[config.mk]
export PLATFORM = sky130hd
export DESIGN_NAME = keyword_risk_action_gate
export DESIGN_NICKNAME = d
export VERILOG_FILES = /design/src/kra_pkg.sv /design/src/kra_cfg.sv /design/src/kra_scan.sv /design/src/kra_score.sv /design/src/keyword_risk_action_gate.sv
export SDC_FILE = /design/constraint.sdc
export NUM_CORES = 1
export LEC_CHECK = 0
export BUFFER_PORTS_ARGS = -buffer_cell sky130_fd_sc_hd__buf_2
export CAP_MARGIN = 20
export CORE_ASPECT_RATIO = 2
export CORE_MARGIN = 2
export CORE_UTILIZATION = 40
export DETAILED_ROUTE_END_ITERATION = 8
export PLACE_DENSITY = 0.65
export SETUP_SLACK_MARGIN = 0.15
export SKIP_CTS_REPAIR_TIMING = 1
export SYNTH_ARGS = -nofsm -noshare
export SYNTH_HDL_FRONTEND = slang
export SYNTH_HIERARCHICAL = 1
export SYNTH_SLANG_ARGS = --single-unit
[constraint.sdc]
create_clock -name clk -period 3.9 [get_ports clk]
set_input_delay 1.17 -clock clk [delete_from_list [all_inputs] [get_ports clk]]
set_output_delay 1.17 -clock clk [all_outputs]
set_load 0.05 [all_outputs]
[src/kra_pkg.sv]
`timescale 1ns / 1ps
`default_nettype none
// ----------------------------------------------------------------------------
// kra_pkg
// Shared types, codes and keyword constants for the keyword risk action gate.
// ----------------------------------------------------------------------------
package kra_pkg;

  localparam int KEYWORD_SPAN = 10;
  localparam int HIST_BYTES   = KEYWORD_SPAN - 1;
  localparam int RISK_W       = 10;
  localparam int SUM_W        = RISK_W + 1;

  localparam logic [RISK_W-1:0] UNKNOWN_CLASS_RISK = 10'd100;
  localparam logic [RISK_W-1:0] THRESHOLD_RESET    = 10'd100;
  localparam logic [7:0]        CASE_OFFSET        = 8'd32;

  // keywords, first character in the top byte
  localparam logic [6*8-1:0]  KW_DELETE   = "delete";
  localparam logic [6*8-1:0]  KW_REMOVE   = "remove";
  localparam logic [4*8-1:0]  KW_KILL     = "kill";
  localparam logic [7*8-1:0]  KW_DESTROY  = "destroy";
  localparam logic [6*8-1:0]  KW_FORMAT   = "format";
  localparam logic [6*8-1:0]  KW_RM_RF    = "rm -rf";
  localparam logic [10*8-1:0] KW_DROP_TBL = "drop table";
  localparam logic [8*8-1:0]  KW_SHUTDOWN = "shutdown";
  localparam logic [4*8-1:0]  KW_HALT     = "halt";

  // configuration register indexes
  localparam logic [2:0] CFG_BASE_SELF_HEAL  = 3'd0;
  localparam logic [2:0] CFG_BASE_NOTIFY     = 3'd1;
  localparam logic [2:0] CFG_BASE_PROBE_HIGH = 3'd2;
  localparam logic [2:0] CFG_BASE_CONSULT    = 3'd3;
  localparam logic [2:0] CFG_THRESHOLD       = 3'd4;

  // action classes
  localparam logic [2:0] CLS_SELF_HEAL  = 3'd0;
  localparam logic [2:0] CLS_NOTIFY     = 3'd1;
  localparam logic [2:0] CLS_PROBE_HIGH = 3'd2;
  localparam logic [2:0] CLS_CONSULT    = 3'd3;

  // trust levels
  localparam logic [2:0] TL_AUTO    = 3'd0;
  localparam logic [2:0] TL_NOTIFY  = 3'd1;
  localparam logic [2:0] TL_REQUEST = 3'd2;

  typedef enum logic [2:0] {
    DEC_REFUSE  = 3'd0,
    DEC_EXECUTE = 3'd1,
    DEC_NOTIFY  = 3'd2,
    DEC_REQUEST = 3'd3,
    DEC_PROPOSE = 3'd4
  } decision_t;

  typedef struct packed {
    logic [RISK_W-1:0] base_self_heal;
    logic [RISK_W-1:0] base_notify;
    logic [RISK_W-1:0] base_probe_high;
    logic [RISK_W-1:0] base_consult;
    logic [RISK_W-1:0] threshold;
  } cfg_t;

  // input word, last member in the lowest bits
  typedef struct packed {
    logic [6:0]        pad;
    logic              approval_channel_up;
    logic [2:0]        trust_level;
    logic [RISK_W-1:0] learned_raise_x100;
    logic [2:0]        act_kind;
    logic [7:0]        trigger_byte;
  } in_word_t;

  typedef struct packed {
    logic             pad;
    decision_t        decision;
    logic             verdict;
    logic [SUM_W-1:0] risk_sum;
  } out_word_t;

  function automatic logic [7:0] fold_case(input logic [7:0] b);
    fold_case = (b >= "A" && b <= "Z") ? b + CASE_OFFSET : b;
  endfunction

  // window: newest byte in [7:0], older bytes above
  function automatic logic kw_match(input logic [KEYWORD_SPAN*8-1:0] win);
    kw_match = (win[6*8-1:0]  == KW_DELETE)   ||
               (win[6*8-1:0]  == KW_REMOVE)   ||
               (win[4*8-1:0]  == KW_KILL)     ||
               (win[7*8-1:0]  == KW_DESTROY)  ||
               (win[6*8-1:0]  == KW_FORMAT)   ||
               (win[6*8-1:0]  == KW_RM_RF)    ||
               (win[10*8-1:0] == KW_DROP_TBL) ||
               (win[8*8-1:0]  == KW_SHUTDOWN) ||
               (win[4*8-1:0]  == KW_HALT);
  endfunction

endpackage
`default_nettype wire

[src/kra_cfg.sv]
`timescale 1ns / 1ps
`default_nettype none
// ----------------------------------------------------------------------------
// kra_cfg
// Configuration registers: class base risks and block threshold.
// ----------------------------------------------------------------------------
module kra_cfg (
  input  wire logic                       clk,
  input  wire logic                       rst_n,
  input  wire logic                       cfg_we,
  input  wire logic [2:0]                 cfg_addr,
  input  wire logic [kra_pkg::RISK_W-1:0] cfg_wdata,
  output kra_pkg::cfg_t                   cfg
);
  import kra_pkg::*;

  cfg_t cfg_r;

  always_ff @(posedge clk) begin
    if (!rst_n) begin
      cfg_r.base_self_heal  <= '0;
      cfg_r.base_notify     <= '0;
      cfg_r.base_probe_high <= '0;
      cfg_r.base_consult    <= '0;
      cfg_r.threshold       <= THRESHOLD_RESET;
    end else if (cfg_we) begin
      unique case (cfg_addr)
        CFG_BASE_SELF_HEAL:  cfg_r.base_self_heal  <= cfg_wdata;
        CFG_BASE_NOTIFY:     cfg_r.base_notify     <= cfg_wdata;
        CFG_BASE_PROBE_HIGH: cfg_r.base_probe_high <= cfg_wdata;
        CFG_BASE_CONSULT:    cfg_r.base_consult    <= cfg_wdata;
        CFG_THRESHOLD:       cfg_r.threshold       <= cfg_wdata;
        default: ;           // unused indexes ignored
      endcase
    end
  end

  assign cfg = cfg_r;

endmodule
`default_nettype wire

[src/kra_scan.sv]
`timescale 1ns / 1ps
`default_nettype none
// ----------------------------------------------------------------------------
// kra_scan
// Byte history and sticky keyword hit; flags a hit including the current byte.
// ----------------------------------------------------------------------------
module kra_scan (
  input  wire logic       clk,
  input  wire logic       rst_n,
  input  wire logic       step,      // item leaves the input register
  input  wire logic [7:0] data_byte,
  input  wire logic       present,
  input  wire logic       last,
  output logic            hit_any
);
  import kra_pkg::*;

  logic [HIST_BYTES*8-1:0]   hist_r, hist_nxt;
  logic                      hit_r, hit_nxt;
  logic [KEYWORD_SPAN*8-1:0] win;
  logic                      hit_now;

  assign win     = {hist_r, fold_case(data_byte)};
  assign hit_now = present && kw_match(win);
  assign hit_any = hit_r || hit_now;

  always_comb begin
    hist_nxt = hist_r;
    hit_nxt  = hit_r;
    if (step) begin
      if (last) begin
        hist_nxt = '0;
        hit_nxt  = 1'b0;
      end else begin
        if (present) hist_nxt = win[HIST_BYTES*8-1:0];
        hit_nxt = hit_any;
      end
    end
  end

  always_ff @(posedge clk) begin
    if (!rst_n) begin
      hist_r <= '0;
      hit_r  <= 1'b0;
    end else begin
      hist_r <= hist_nxt;
      hit_r  <= hit_nxt;
    end
  end

endmodule
`default_nettype wire

[src/kra_score.sv]
`timescale 1ns / 1ps
`default_nettype none
// ----------------------------------------------------------------------------
// kra_score
// Risk sum, block verdict and trust policy decision.
// ----------------------------------------------------------------------------
module kra_score (
  input  kra_pkg::cfg_t                   cfg,
  input  wire logic [2:0]                 act_kind,
  input  wire logic [kra_pkg::RISK_W-1:0] learned_raise_x100,
  input  wire logic [2:0]                 trust_level,
  input  wire logic                       approval_channel_up,
  input  wire logic                       hit,
  output logic [kra_pkg::SUM_W-1:0]       risk_sum,
  output logic                            verdict,
  output kra_pkg::decision_t              decision
);
  import kra_pkg::*;

  logic [RISK_W-1:0] base;

  always_comb begin
    case (act_kind)
      CLS_SELF_HEAL:  base = cfg.base_self_heal;
      CLS_NOTIFY:     base = cfg.base_notify;
      CLS_PROBE_HIGH: base = cfg.base_probe_high;
      CLS_CONSULT:    base = cfg.base_consult;
      default:        base = UNKNOWN_CLASS_RISK;
    endcase
  end

  assign risk_sum = {1'b0, base} + {1'b0, learned_raise_x100};
  assign verdict  = hit || (risk_sum >= {1'b0, cfg.threshold});

  always_comb begin
    if (verdict) begin
      decision = DEC_REFUSE;
    end else begin
      case (trust_level)
        TL_AUTO:    decision = DEC_EXECUTE;
        TL_NOTIFY:  decision = DEC_NOTIFY;
        TL_REQUEST: decision = approval_channel_up ? DEC_REQUEST : DEC_PROPOSE;
        default:    decision = DEC_REFUSE;   // require or unknown
      endcase
    end
  end

endmodule
`default_nettype wire

[src/keyword_risk_action_gate.sv]
`timescale 1ns / 1ps
`default_nettype none
// Path: input register stage, then result register stage, then out_*.
// Throughput: one word per cycle, sustained, while out_tready stays high.
// Backpressure only stalls on a last word whose result slot is still full.
// Reset (rst_n low, synchronous): both stages emptied, history and hit cleared,
// base risks to 0 and block threshold to 100.
// ----------------------------------------------------------------------------
// keyword_risk_action_gate
// Scans trigger-text bytes for risky keywords and scores the action on its
// last byte: risk, block verdict and trust-policy decision.
// ----------------------------------------------------------------------------
module keyword_risk_action_gate (
  input  wire logic                       clk,
  input  wire logic                       rst_n,
  // input stream
  input  wire logic                       in_tvalid,
  output logic                            in_tready,
  // [7:0] trigger_byte, [10:8] act_kind, [20:11] learned_raise_x100,
  // [23:21] trust_level, [24] approval_channel_up, [31:25] zero
  input  wire logic [31:0]                in_tdata,
  input  wire logic                       in_tuser,   // [0] trigger_present
  input  wire logic                       in_tlast,   // last_byte
  // result stream
  output logic                            out_tvalid,
  input  wire logic                       out_tready,
  // [10:0] risk_sum, [11] verdict, [14:12] decision, [15] zero
  output logic [15:0]                     out_tdata,
  // configuration
  input  wire logic                       cfg_we,
  input  wire logic [2:0]                 cfg_addr,
  input  wire logic [kra_pkg::RISK_W-1:0] cfg_wdata
);
  import kra_pkg::*;

  // input register stage
  logic      in_valid_r;
  in_word_t  in_word_r;
  logic      in_present_r;
  logic      in_last_r;

  // result register stage
  logic      out_valid_r, out_valid_nxt;
  out_word_t out_word_r;

  logic      advance;
  logic      hit_any;
  cfg_t      cfg;
  out_word_t res;

  // A non-last word never produces a result, so it always moves on; a last
  // word needs the result slot free or draining this cycle.
  assign advance   = in_valid_r && (!in_last_r || !out_valid_r || out_tready);
  assign in_tready = !in_valid_r || advance;

  always_ff @(posedge clk) begin
    if (!rst_n) begin
      in_valid_r <= 1'b0;
    end else if (in_tready) begin
      in_valid_r <= in_tvalid;
    end
  end

  always_ff @(posedge clk) begin
    if (in_tready && in_tvalid) begin
      in_word_r    <= in_word_t'(in_tdata);
      in_present_r <= in_tuser;
      in_last_r    <= in_tlast;
    end
  end

  kra_cfg u_cfg (
    .clk       (clk),
    .rst_n     (rst_n),
    .cfg_we    (cfg_we),
    .cfg_addr  (cfg_addr),
    .cfg_wdata (cfg_wdata),
    .cfg       (cfg)
  );

  kra_scan u_scan (
    .clk       (clk),
    .rst_n     (rst_n),
    .step      (advance),
    .data_byte (in_word_r.trigger_byte),
    .present   (in_present_r),
    .last      (in_last_r),
    .hit_any   (hit_any)
  );

  kra_score u_score (
    .cfg                 (cfg),
    .act_kind            (in_word_r.act_kind),
    .learned_raise_x100  (in_word_r.learned_raise_x100),
    .trust_level         (in_word_r.trust_level),
    .approval_channel_up (in_word_r.approval_channel_up),
    .hit                 (hit_any),
    .risk_sum            (res.risk_sum),
    .verdict             (res.verdict),
    .decision            (res.decision)
  );
  assign res.pad = 1'b0;

  always_comb begin
    out_valid_nxt = out_valid_r;
    if (advance && in_last_r) begin
      out_valid_nxt = 1'b1;
    end else if (out_tready) begin
      out_valid_nxt = 1'b0;
    end
  end

  always_ff @(posedge clk) begin
    if (!rst_n) begin
      out_valid_r <= 1'b0;
    end else begin
      out_valid_r <= out_valid_nxt;
    end
  end

  always_ff @(posedge clk) begin
    if (advance && in_last_r) begin
      out_word_r <= res;
    end
  end

  assign out_tvalid = out_valid_r;
  assign out_tdata  = 16'(out_word_r);

endmodule
`default_nettype wire

==> results of run 1 <==
==> layout make-up <==
type	count	area share, %
Clock buffer	25	5.861
Clock inverter	7	0.8567
Tap cell	255	3.468
Multi-Input combinational cell	483	41.91
Timing Repair Buffer	93	6.350
Sequential cell	167	40.90
Inverter	16	0.6527
==> metal layers <==
| metal | GRT usage, % | vias to the layer above |
|---|---|---|
| li1 | - | 2742 |
| met1 | 19.06 | 2749 |
| met2 | 34.66 | 104 |
| met5 | 0 | - |
| met4 | 10.33 | 0 |
| met3 | 3.070 | 50 |
==> cell usage in the layout (no fill, tap or decap), types with 7 or more instances in the layout <==
cell type,instances
dfxtp_1,125
nor3_1,11
nand4b_1,10
nor2b_1,86
mux2i_1,50
a22oi_1,71
nand2b_1,7
buf_4,29
buf_2,60
mux4_2,10
edfxtp_1,42
inv_1,16
ha_1,18
nand2_1,69
xnor2_1,7
clkbuf_16,20
nand4_1,9
a21oi_2,7
nor2_1,10
==> worst reg2reg max path: stages (launching register included) <==
cell,delay [ns]
edfxtp_1,0.42
buf_6,0.16
buf_12,0.13
buf_8,0.12
mux4_2,0.42
nor2b_4,0.14
ha_1,0.35
a211oi_2,0.27
o21ai_2,0.11
a21oi_2,0.14
xnor2_1,0.16
ha_1,0.29
a21oi_2,0.18
o21ai_2,0.09
a211oi_4,0.27
o211ai_4,0.16
nor4b_4,0.22
==> path summary, 6_finish.rpt <==
check | endpoint | slack, ns | depth (start not counted)
hold reg to reg | u_cfg/cfg[38] | 0.46 | 2
hold / removal | u_cfg/cfg[38] | 0.46 | 2
setup reg to reg | out_tdata[14] | 0.11 | 16
setup / recovery | out_tdata[14] | 0.11 | 16
==> power by group <==
group	internal (W)	leakage (nW)	total, W	switching, W
registers	0.00182	1.41	0.00185	0.0000297
clock network	0.00103	0.303	0.00173	0.000693
logic	0.000155	1.74	0.000353	0.000198
total	0.00301	3.46	0.00393	0.000921
==> through the flow <==
stage | TNS (ns) | power (W) | setup WS (ns)
after floorplan | 0 | 0.002094 | 0.1890
after global placement | 0 | 0.002206 | 0.02315
after detailed placement | -0.04431 | 0.002211 | -0.02365
after CTS | -0.1144 | 0.003942 | -0.05639
after global routing | -0.03740 | 0.004073 | -0.03740
final | 0 | 0.003928 | 0.1062
==> state kept, by name, indices dropped and copies added (netlist names) <==
signal,cells
u_scan/hist_r,72
u_cfg/cfg,50
in_word_r,25
out_tdata,15
in_last_r,1
in_present_r,1
in_valid_r,1
out_tvalid,1
u_scan/hit_r,1
==> cells by family after synthesis <==
| kind of cell | count (synthesis) |
|---|---|
| DFF | 167 |
| xor gates and xnor gates | 8 |
| and+or+nand+nor | 268 |
| other | 1 |
| buffers and inverters | 54 |
| AOI/OAI and AO/OA | 123 |
| adders and majority gates | 22 |
| muxes | 61 |
==> results.json, run 1 <==
{
  "outcome": "complete, no violations",
  "met2_length_mm": 10.78,
  "crit_start": "in_word_r[8]",
  "tightest_slew_ns": 0.8787,
  "numPortBuffers": 61,
  "synth-edff-count": 42,
  "cp-start-kind": "flop",
  "met3_length_um": 448,
  "die_h_um": 200.2,
  "start_util_pct": 40.86,
  "ys.flop_type": "dfxtp_1",
  "drive_gt1_share_pct": 22.50,
  "fin_skew_ns": 0.008339,
  "netlist.area_leader.share_pct": 32.52,
  "crit_slowest_cell": "edfxtp_1",
  "ys.warnings.count": 6,
  "hold_violations": 0,
  "wl_met1_mm": 6.603,
  "cts.clk_slew.worst_paths_ns": 0.06,
  "design_area_mm2": 0.009201,
  "yosys.area_share.adder_pct": 3.675,
  "syn-cell-area_mm2": 0.007695,
  "report.final.slew_viol_count": 0,
  "p_per_area_mw_per_mm2": 426.9,
  "synth_xor_xnor_area_share_pct": 0.9106,
  "multi_input_area_mm2": 0.003856,
  "synthToLayoutAreaGrowth_pct": 19.58,
  "crit_buf_inv": 3,
  "hold_ws_ns": 0.4576,
  "syn_area_per_cell_um2": 10.93,
  "fillCellCount": 1812,
  "post-route-min-period_ns": 3.794,
  "critPathCaptureType": "flop",
  "finalSetupViolCount": 0,
  "slew_headroom_pct": 41.11,
  "fin_cells": 1046,
  "drc": 0,
  "antenna_found_initial": 0,
  "yosys.area.top_type": "dfxtp_1",
  "drt-initial-drc-count": 153,
  "crit_chain": "buf_6 > buf_12 > buf_8 > mux4_2 > nor2b_4 > ha_1 > a211oi_2 > o21ai_2 > a21oi_2 > xnor2_1 > ha_1 > a21oi_2 > o21ai_2 > a211oi_4 > o211ai_4 > nor4b_4",
  "die-area_mm2": 0.02043,
  "row_count": 71,
  "worstPathArrival_ns": 4.05,
  "cts_tree": "built",
  "ant_nets": 0,
  "overflow": 0,
  "synth-seq-cells": 167,
  "layout.nets": 852,
  "cts_sinks": 167,
  "synthTopCellsByArea": "dfxtp_1 33%, edfxtp_1 16%, nor2b_1 7.2%",
  "synth_compound_area_share_pct": 12.47,
  "place.gp.congestion": 0.8816,
  "post-route-period-util_pct": 97.28,
  "cts-root-buf": "clkbuf_16",
  "clock_path_buffers": 2,
  "grt_usage_pct": 18.69,
  "ys_async_sr_fraction_pct": 0,
  "synth_nets": 778,
  "r2r-start": "in_word_r[8]",
  "synth_top_family_by_area": "simple AND/OR/NAND/NOR gates",
  "totalWireLength_mm": 18.74,
  "via_per_inst": 5.397,
  "insertion_delay_ns": 0.43,
  "die_w_um": 102.1,
  "dpl_cell_area_mm2": 0.008393,
  "numCtsBuffers": 17,
  "ys_types": 76,
  "io_pins": 70,
  "fin_util_pct": 48.86,
  "synth_commonest_cells": "125 x dfxtp_1, 88 x nor2b_1, 71 x a22oi_1",
  "max_freq_ghz": 0.2636,
  "dr.pass1.iters": 5,
  "placed_cells": 1007,
  "ys_seq_area_share_pct": 48.91,
  "timing_worst_setup_path_type": "reg -> reg",
  "hpwlAfterDp_mm": 13.47,
  "vdd_ir_drop_max_mv": 0.2642,
  "grt_pass1_wl_mm": 29.38,
  "synth_mux_area_share_pct": 9.577,
  "htree_levels": 4,
  "yosysMostFrequentCell": "dfxtp_1",
  "grt_max_degree": 73,
  "regArea_mm2": 0.003764,
  "max_cap_violations": 0,
  "crit_family": "compound AO/OA/AOI/OAI gates",
  "rsz0062_at_grt": "true",
  "slowest_delay_ns": 0.42,
  "worstHoldPathType": "reg -> reg",
  "antenna-diode-count": 0,
  "cp_max_fo": 5,
  "core_area_mm2": 0.01883,
  "vias": 5645,
  "cp.required_ns": 4.16,
  "top_layer_used": "met4",
  "routedWlPerCell_um": 17.91,
  "grt_pass1_vias": 5630,
  "p_leak_nw": 3.455,
  "synth_cells": 704,
  "min_from": "u_cfg/cfg[38]",
  "yosys.area_share.simple_pct": 21.54
}
Note: power is estimated with default switching activity, not from simulation.
==> run 2: changes to the inputs <==
--- a/config.mk
+++ b/config.mk
@@ -12,7 +12,7 @@
 export CORE_UTILIZATION = 40
 export DETAILED_ROUTE_END_ITERATION = 8
 export PLACE_DENSITY = 0.65
-export SETUP_SLACK_MARGIN = 0.15
+export SETUP_SLACK_MARGIN = 0.2
 export SKIP_CTS_REPAIR_TIMING = 1
 export SYNTH_ARGS = -nofsm -noshare
 export SYNTH_HDL_FRONTEND = slang
==> results.json, run 2 (synthesis gave the netlist of run 1 again) <==
{
  "cts_tree": "built",
  "hpwlAfterDp_mm": 13.32,
  "p_leak_nw": 3.454,
  "numCtsBuffers": 17,
  "totalWireLength_mm": 18.71,
  "worstPathArrival_ns": 3.97,
  "p_per_area_mw_per_mm2": 431.5,
  "power_w": 0.003946,
  "tightest_slew_ns": 0.8689,
  "outcome": "complete, no violations",
  "timing_worst_setup_path_type": "reg -> reg",
  "critPathCaptureType": "flop",
  "io_pins": 70,
  "design_area_mm2": 0.009144,
  "grt_pass1_vias": 5783,
  "cp_max_fo": 4,
  "dr.pass1.iters": 5,
  "cp.required_ns": 4.07,
  "max_freq_ghz": 0.2635,
  "start_util_pct": 40.86,
  "drt-initial-drc-count": 243,
  "grt_usage_pct": 18.98,
  "report.final.slew_viol_count": 0,
  "vdd_ir_drop_max_mv": 0.3601,
  "die_h_um": 200.2,
  "min_from": "u_cfg/cfg[30]",
  "overflow": 0,
  "clock_path_buffers": 2,
  "slew_headroom_pct": 41.77,
  "worstHoldPathType": "reg -> reg",
  "die-area_mm2": 0.02043,
  "dpl_cell_area_mm2": 0.008396,
  "drive_gt1_share_pct": 21.86,
  "synthToLayoutAreaGrowth_pct": 18.83,
  "layout.nets": 848,
  "grt_pass1_wl_mm": 29.88,
  "rsz0062_at_grt": "true",
  "core_area_mm2": 0.01883,
  "cts.clk_slew.worst_paths_ns": 0.06,
  "largest_register_ffs": 72,
  "cts_sinks": 167,
  "vias": 5673,
  "place.gp.congestion": 0.9027,
  "post-route-min-period_ns": 3.795,
  "routedWlPerCell_um": 17.96,
  "grt_max_degree": 73,
  "die_w_um": 102.1,
  "ant_nets": 0,
  "cts-root-buf": "clkbuf_16",
  "htree_levels": 4,
  "max_cap_violations": 0,
  "drc": 0,
  "fillCellCount": 1809,
  "antenna_found_initial": 0,
  "final_cell_mix": "125 x dfxtp_1, 87 x nor2b_1, 71 x a22oi_1, 70 x nand2_1, 60 x buf_2",
  "finalSetupViolCount": 0,
  "hold_violations": 0,
  "hold_ws_ns": 0.4565,
  "post-route-period-util_pct": 97.30,
  "final_common_cell": "dfxtp_1",
  "antenna-diode-count": 0,
  "fin_skew_ns": 0.008190,
  "via_per_inst": 5.444,
  "top_register": "u_scan/hist_r",
  "r2r-start": "in_word_r[8]",
  "cp-start-kind": "flop",
  "row_count": 71,
  "numPortBuffers": 61,
  "crit_start": "in_word_r[8]",
  "insertion_delay_ns": 0.43
}
-- run 2: per-layer routing --
layer	vias up	part of all wire, %	track usage (%)
li1	2724	-	-
met1	2753	36	19.24
met2	135	57	35.48
met3	61	2.9	3.454
met4	0	4.1	9.714
met5	-	0	0
-- run 2: cell type report --
class / count / area [um^2] / area share, %
clock buffer: 23 / 510.5 / 5.583
tap: 255 / 319.1 / 3.489
multi-input combinational: 483 / 3832 / 41.91
sequential: 167 / 3764 / 41.16
clock inverter: 9 / 111.4 / 1.218
inverter: 16 / 60.06 / 0.6568
timing repair buffer: 89 / 546.8 / 5.980
-- run 2: final timing paths --
kind	end	slack [ns]	depth (start not counted)
hold / removal	u_cfg/cfg[30]	0.46	2
setup reg to reg	out_tdata[13]	0.11	14
hold reg to reg	u_cfg/cfg[30]	0.46	2
setup / recovery	out_tdata[13]	0.11	14
-- run 2: critical path: stages, from the launching register on --
cell	delay [ns]
edfxtp_1	0.34
buf_6	0.13
mux4_2	0.49
nor2b_4	0.15
ha_4	0.18
fa_2	0.43
a211oi_4	0.30
o21ai_2	0.11
a21oi_2	0.18
xnor2_2	0.10
ha_1	0.32
nand2_1	0.08
or2_2	0.32
o211ai_4	0.31
nor3_1	0.09
-- run 2: power by group --
part           switching [W]  internal [W]
clock               0.000698       0.00106
sequential         0.0000299       0.00182
combinational       0.000194      0.000150
-- run 2: through the flow --
step	setup slack [ns]	utilization, %	std cells	setup TNS [ns]
final	0.1052	48.55	1042	0
after global placement	-0.01432	44.58	1007	-0.02717
after floorplan	0.2535	-	704	0
after global routing	-0.09022	48.55	1042	-0.1446
after detailed placement	-0.08709	44.58	1007	-0.2121
after CTS	-0.1068	47.88	1039	-0.2684
==> run 3: changes to the inputs <==
--- a/config.mk
+++ b/config.mk
@@ -11,7 +11,7 @@
 export CORE_MARGIN = 2
 export CORE_UTILIZATION = 40
 export DETAILED_ROUTE_END_ITERATION = 8
-export PLACE_DENSITY = 0.65
+export PLACE_DENSITY = 0.62
 export SETUP_SLACK_MARGIN = 0.2
 export SKIP_CTS_REPAIR_TIMING = 1
 export SYNTH_ARGS = -nofsm -noshare
==> constraint.sdc (replaced) <==
create_clock -name clk -period 4.2 [get_ports clk]
set_input_delay 1.26 -clock clk [delete_from_list [all_inputs] [get_ports clk]]
set_output_delay 1.26 -clock clk [all_outputs]
set_load 0.05 [all_outputs]
==> results.json, run 3 (synthesis gave the netlist of run 1 again) <==
{
  "place.gp.congestion": 1.004,
  "grt_max_degree": 95,
  "fin_util_pct": 47.67,
  "die_h_um": 200.2,
  "pre_cts_ws_ns": 0.1700,
  "slew_headroom_pct": 40.99,
  "post-route-min-period_ns": 3.825,
  "worstHoldPathType": "reg -> reg",
  "die_w_um": 102.1,
  "fin_ws_ns": 0.3747,
  "grt_usage_pct": 19.97,
  "critPathCaptureType": "flop",
  "clock_path_buffers": 2,
  "numPortBuffers": 61,
  "p_per_area_mw_per_mm2": 401.6,
  "totalWireLength_mm": 19.54,
  "fin_cells": 1030,
  "start_util_pct": 40.86,
  "vdd_ir_drop_max_mv": 0.3242,
  "cp_max_fo": 9,
  "finalSetupViolCount": 0,
  "placed_cells": 993,
  "cts.clk_slew.worst_paths_ns": 0.07,
  "insertion_delay_ns": 0.43,
  "grt_pass1_vias": 5971,
  "numCtsBuffers": 17,
  "tightest_slew_ns": 0.8805,
  "final_common_cell": "dfxtp_1",
  "cts_sinks": 167,
  "hpwlAfterDp_mm": 14.24,
  "core_area_mm2": 0.01883,
  "power_w": 0.003605,
  "die-area_mm2": 0.02043,
  "via_per_inst": 5.526,
  "cp-start-kind": "flop",
  "antenna_found_initial": 1,
  "ant_nets": 0,
  "post-route-period-util_pct": 91.08,
  "layout.nets": 835,
  "timing_worst_setup_path_type": "reg -> reg",
  "top_usage_layer": "met2",
  "largest_register_ffs": 72,
  "drc": 0,
  "row_count": 71,
  "overflow": 0,
  "htree_levels": 4,
  "grt_pass1_wl_mm": 31.42,
  "tns_ns": 0,
  "hold_violations": 0,
  "routedWlPerCell_um": 18.97,
  "top_register": "u_scan/hist_r",
  "grtUsageMet3_pct": 4.152,
  "crit_start": "in_word_r[8]",
  "cts-root-buf": "clkbuf_16",
  "synthToLayoutAreaGrowth_pct": 16.67,
  "drt-initial-drc-count": 269,
  "fin_skew_ns": 0.009946,
  "dr.pass1.iters": 5,
  "p_leak_nw": 3.366,
  "r2r-start": "in_word_r[8]",
  "use_met1_pct": 19.98,
  "rsz0062_at_grt": "false",
  "cp.required_ns": 4.37,
  "outcome": "complete, no violations",
  "io_pins": 70,
  "worstPathArrival_ns": 3.99,
  "vias": 5692,
  "report.final.slew_viol_count": 0,
  "r2r_setup_slack_ns": 0.37,
  "max_freq_ghz": 0.2614,
  "final_cell_mix": "125 x dfxtp_1, 88 x nor2b_1, 71 x a22oi_1, 70 x nand2_1, 60 x buf_2",
  "min_from": "u_cfg/cfg[23]",
  "drive_gt1_share_pct": 19.51,
  "cts_tree": "built",
  "max_cap_violations": 0,
  "met2_usage_pct": 37.64
}
run 3: routing by layer:
| layer | wire length [um] | part of all wire, % |
|---|---|---|
| met1 | 6581 | 34 |
| met2 | 11370 | 58 |
| met3 | 851 | 4.4 |
| met4 | 738 | 3.8 |
| met5 | 0 | 0 |
run 3: layout make-up:
class	count	area [um^2]
sequential	167	3764
tap	255	319.1
timing repair buffer	76	432.9
fill	1809	9856
multi-input combinational	483	3792
inverter	16	60.06
clock inverter	8	82.58
antenna	1	2.502
clock buffer	24	524.3
run 3: path summary, 6_finish.rpt:
check                  end  cells past startpoint
min          u_cfg/cfg[23]                      2
max          out_tdata[13]                     14
max reg2reg  out_tdata[13]                     14
min reg2reg  u_cfg/cfg[23]                      2
run 3: per-stage QoR:
stage,hold WS [ns],area (um^2)
after floorplan,0.4251,7695
after global placement,0.4397,8275
after detailed placement,0.4531,8275
after CTS,0.4627,8882
after global routing,0.4881,8975
final,0.4602,8977
run 3: power by group:
group	internal (W)	switching [W]	total [W]
clock network	0.000940	0.000650	0.00159
registers	0.00169	0.0000287	0.00172
logic	0.000123	0.000176	0.000299
run 3: critical path, cell delays in order, from the launching register on:
cell and delay [ns]:
edfxtp_1 0.42, buf_12 0.17, mux4_2 0.51, nor2b_1 0.15, ha_1 0.36, nand3_1 0.15
o2111ai_2 0.20, a21o_1 0.22, a21oi_1 0.17, xnor2_1 0.11, ha_1 0.35, nand3_1 0.08
or2_2 0.30, o211ai_4 0.29, nor3_1 0.09
